**src/hw/rtl/p2r_pkg.sv**
```systemverilog
package p2r_pkg;

  // Width of the internal angle accumulator; pi maps to 2^31.
  localparam int unsigned ANGLE_W = 33;
  // Number of stored arctangent entries; more steps than this bring nothing.
  localparam int unsigned TABLE_LEN = 24;
  // Fraction bits carried below the result's least significant bit.
  localparam int unsigned GUARD_BITS = 16;

  typedef logic signed [ANGLE_W-1:0] angle_t;

  // CORDIC gain compensation, about 0.60725293500888 in Q1.30.
  localparam logic signed [30:0] GAIN_Q30 = 31'sd652032874;

  // atan(2^-i) scaled so that pi is 2^31, rounded.
  localparam angle_t ATAN_TABLE [TABLE_LEN] = '{
    33'sd536870912, 33'sd316933406, 33'sd167458907, 33'sd85004756,
    33'sd42667331,  33'sd21354465,  33'sd10679838,  33'sd5340245,
    33'sd2670163,   33'sd1335087,   33'sd667544,    33'sd333772,
    33'sd166886,    33'sd83443,     33'sd41722,     33'sd20861,
    33'sd10430,     33'sd5215,      33'sd2608,      33'sd1304,
    33'sd652,       33'sd326,       33'sd163,       33'sd81
  };

endpackage

```
**src/hw/rtl/p2r_stage.sv**
```systemverilog
module p2r_stage
  import p2r_pkg::*;
#(
  parameter int unsigned XW    = 34,
  parameter int unsigned SHIFT = 0
) (
  input  logic                 clk_i,
  input  logic                 rst_ni,
  input  logic                 en_i,
  input  logic                 valid_i,
  input  logic signed [XW-1:0] x_i,
  input  logic signed [XW-1:0] y_i,
  input  angle_t               z_i,
  output logic                 valid_o,
  output logic signed [XW-1:0] x_o,
  output logic signed [XW-1:0] y_o,
  output angle_t               z_o
);

  logic signed [XW-1:0] dx, dy;
  logic signed [XW-1:0] x_d, y_d, x_q, y_q;
  angle_t               z_d, z_q;
  logic                 valid_q;

  // Rotate towards zero residual angle; the shifts are floor shifts.
  always_comb begin
    dx = y_i >>> SHIFT;
    dy = x_i >>> SHIFT;
    if (!z_i[ANGLE_W-1]) begin
      x_d = x_i - dx;
      y_d = y_i + dy;
      z_d = z_i - ATAN_TABLE[SHIFT];
    end else begin
      x_d = x_i + dx;
      y_d = y_i - dy;
      z_d = z_i + ATAN_TABLE[SHIFT];
    end
  end

  always_ff @(posedge clk_i or negedge rst_ni) begin
    if (!rst_ni) begin
      valid_q <= 1'b0;
    end else if (en_i) begin
      valid_q <= valid_i;
    end
  end

  always_ff @(posedge clk_i) begin
    if (en_i) begin
      x_q <= x_d;
      y_q <= y_d;
      z_q <= z_d;
    end
  end

  assign valid_o = valid_q;
  assign x_o     = x_q;
  assign y_o     = y_q;
  assign z_o     = z_q;

endmodule

```
**config.mk**
```make
export PLATFORM = sky130hd
export DESIGN_NAME = p2r_stage
export DESIGN_NICKNAME = d
export VERILOG_FILES = /design/src/hw/rtl/p2r_pkg.sv /design/src/hw/rtl/p2r_stage.sv
export SDC_FILE = /design/constraint.sdc
export NUM_CORES = 1
export LEC_CHECK = 0
export ABC_AREA = 1
export BUFFER_PORTS_ARGS = -buffer_cell sky130_fd_sc_hd__buf_4
export CORE_MARGIN = 4
export CORE_UTILIZATION = 45
export DETAILED_ROUTE_END_ITERATION = 8
export PLACE_DENSITY = 0.7
export SKIP_LAST_GASP = 1
export SYNTH_ARGS = -nofsm -noshare
export SYNTH_HDL_FRONTEND = slang
export SYNTH_SLANG_ARGS = --single-unit
```
**constraint.sdc**
```tcl
create_clock -name clk_i -period 1.5 [get_ports clk_i]
set_clock_uncertainty 0.2 [all_clocks]
set_input_delay 0.3 -clock clk_i [delete_from_list [all_inputs] [get_ports clk_i]]
set_output_delay 0.3 -clock clk_i [all_outputs]
set_load 0.05 [all_outputs]
```
==> run metrics <==
GRT Total Usage=33.0%; first-pass GRT wire length=67900 um; Worst setup EP type=flop; fin crit period=2190 ps; ys async rst share=0.990%; status=finished, violations left; Power Density=790 nW/um^2; Hold WC Path Type=in -> reg; Routed Antenna Nets=0; DIE AREA=25600 um^2; max_cap viols=0; antenna violations before repair=0; Netlist cell types=38; TNS Setup=-31060 ps; critical path class=in -> reg; setup ws final=-689 ps; CORE AREA=22600 um^2; Leak Pwr=8.84 nW; die extent in y=160 um; DRT Wirelength=48800 um; final slew viol count=0; max frequency=457 MHz; Vias per Instance=5.73; DRC=0; row count=55; synthesized cell area=10400 um^2; EDFF count, synth=100; Placed Cells=2282; share of the yosys chip area belonging to registers=29.2%; share of cells above drive strength 1=50.2%; arrival time worst endpoint=2130 ps; Worst-path clk slew=90 ps; Post-synth top cells=nand2_1, inv_1, nand3_1; Clock Sinks=101; post-layout util=81.3%; pin count of the biggest net entering global routing=35; layout net count=2317; Routed wire per std cell=20.3 um; Final Cycle Share=146%; count leader, synth=nand2_1; Initial Utilization=45.9%; grt ovf=0; # setup viols final=67; R2R Setup Slk=550 ps; Skew-Pair Late Insertion Delay=360 ps; synth warn=0; placed cell area=15200 um^2; data required time of the worst path=1440 ps; FILL cells=1407; Synth Instances=1563; Mapped Nets=1774; Seq cells post-synth=101; failing checks=negative setup slack; TritonCTS clock tree=built; Place WS=-1070 ps; Synth area leader=edfxtp_1; non-filler cells, final=2396; slew margin rel.=77.3%; CTS root buf=clkbuf_16; DIE WIDTH=160 um; Layout area overhead=77.3%; Pre-antenna DRT Iters=7; GPL Wtd Cong=0.988; drt initial violations=1567; # IOs=207; diodes inserted=0; post-route cell area=18400 um^2; RSZ-0062 raised after global routing=true; CTS Buf Count=9; Worst-Margin Slew=337 ps; IO Port Bufs=206; clock buffer depth=2; synth top area cells=edfxtp_1, nand2_1, ha_1; CTS H-Tree Depth=3; DR vias=13700; syn avg cell area=6.64 um^2; CP startpoint kind=input port; ys flop type=edfxtp_1; vias in the first global route=12900; top-area cell type share of the netlist area=28.9%; Final Hold Fails=0; peak supply drop=581 uV; CP Max Fanout=7; DPL Wire Length=33200 um
## power by group
group / internal (mW) / total [mW] / leakage [nW] / switching, mW
registers: 3.55 / 3.67 / 0.989 / 0.128
clock network: 1.17 / 2.52 / 0.137 / 1.35
logic: 3.29 / 8.36 / 7.71 / 5.07
total: 8.01 / 14.6 / 8.84 / 6.55
## cell usage in the layout, fill, tap and decap left out, types with 5 or more instances in the layout
cell and n:
a21oi_1 62, a21oi_2 35, a21oi_4 18, buf_12 15, buf_4 449, buf_6 68
buf_8 11, clkbuf_16 9, dlygate4sd3_1 31, edfxtp_1 100, ha_1 62, ha_2 6
ha_4 34, inv_1 180, inv_2 47, inv_4 15, inv_6 5, nand2_1 322
nand2_2 93, nand2_4 42, nand2_8 7, nand3_1 113, nand3_2 43, nand3_4 7
nand4_1 12, nor2_1 52, nor2_2 35, nor2_4 36, nor3_2 8, nor3_4 8
o21ai_0 33, o21ai_1 35, o21ai_2 20, o21bai_1 12, xor2_1 13, xor2_2 7
## state kept, by name, indices dropped and copies added, names as in the netlist
register	flops
x_o	34
valid_o	1
y_o	33
z_o	33
## final cells by class
cell class	count	area (um^2)	share of cell area (%)
Clock buffer	10	229	1.24
Clock inverter	6	56.3	0.306
Inverter	250	1040	5.65
Multi-Input combinational cell	1169	8790	47.7
Sequential cell	101	3030	16.4
Tap cell	285	357	1.94
Timing Repair Buffer	575	4920	26.7
## what timing repair did
item	in CTS	in global routing
hold buffers	31	0
gates resized for setup	362	185
setup endpoints to repair	68	70
pin swaps	140	96
endpoints found under the hold margin	31	0
buffers inserted	57	28
## through the flow
step	power, mW	hold slack, ps
4_1_cts	13.6	22.4
5_1_grt	15.0	27.5
2_1_floorplan	7.69	-196
6_report	14.6	23.3
3_3_place_gp	10.2	-125
3_5_place_dp	10.3	-122
## path summary, 6_finish.rpt
kind / start / to / cells after the start
worst max-delay path: x_i[7] / y_o[25] / 13
worst min-delay path: z_i[29] / z_o[29] / 2
worst max register to register: valid_o / valid_o / 1
worst min register to register: valid_o / valid_o / 1
max in group asynchronous: rst_ni / valid_o / 2
min in group asynchronous: rst_ni / valid_o / 2
## layer usage
metal	share of wire, %	global-route usage, %
met2	45	54.4
met4	5.3	10.6
met5	0	0
met3	10	4.65
met1	39	44.9
## logic make-up (layout without fill, tap and decap cells)
| kind of cell | count (synthesis) | after routing | synth area share [%] |
|---|---|---|---|
| and+or+nand+nor | 793 | 793 | 31.8 |
| adders and majority gates | 106 | 106 | 13.1 |
| AOI/OAI and AO/OA | 243 | 243 | 12.5 |
| xor gates and xnor gates | 25 | 25 | 2.11 |
| DFF | 101 | 101 | 29.2 |
| muxes | 2 | 2 | 0.205 |
| buffers and inverters | 293 | 841 | 11.2 |
## critical path, stage by stage
cell,delay [ps]
buf_12,100
inv_12,30
ha_4,330
buf_6,140
nand2_8,80
nor2_4,290
nand3_2,190
nand4_1,270
nand3_2,140
nand3_2,80
nand2_1,50
nand3_1,70
nand2_1,50
(Power assumes the default switching activity.)
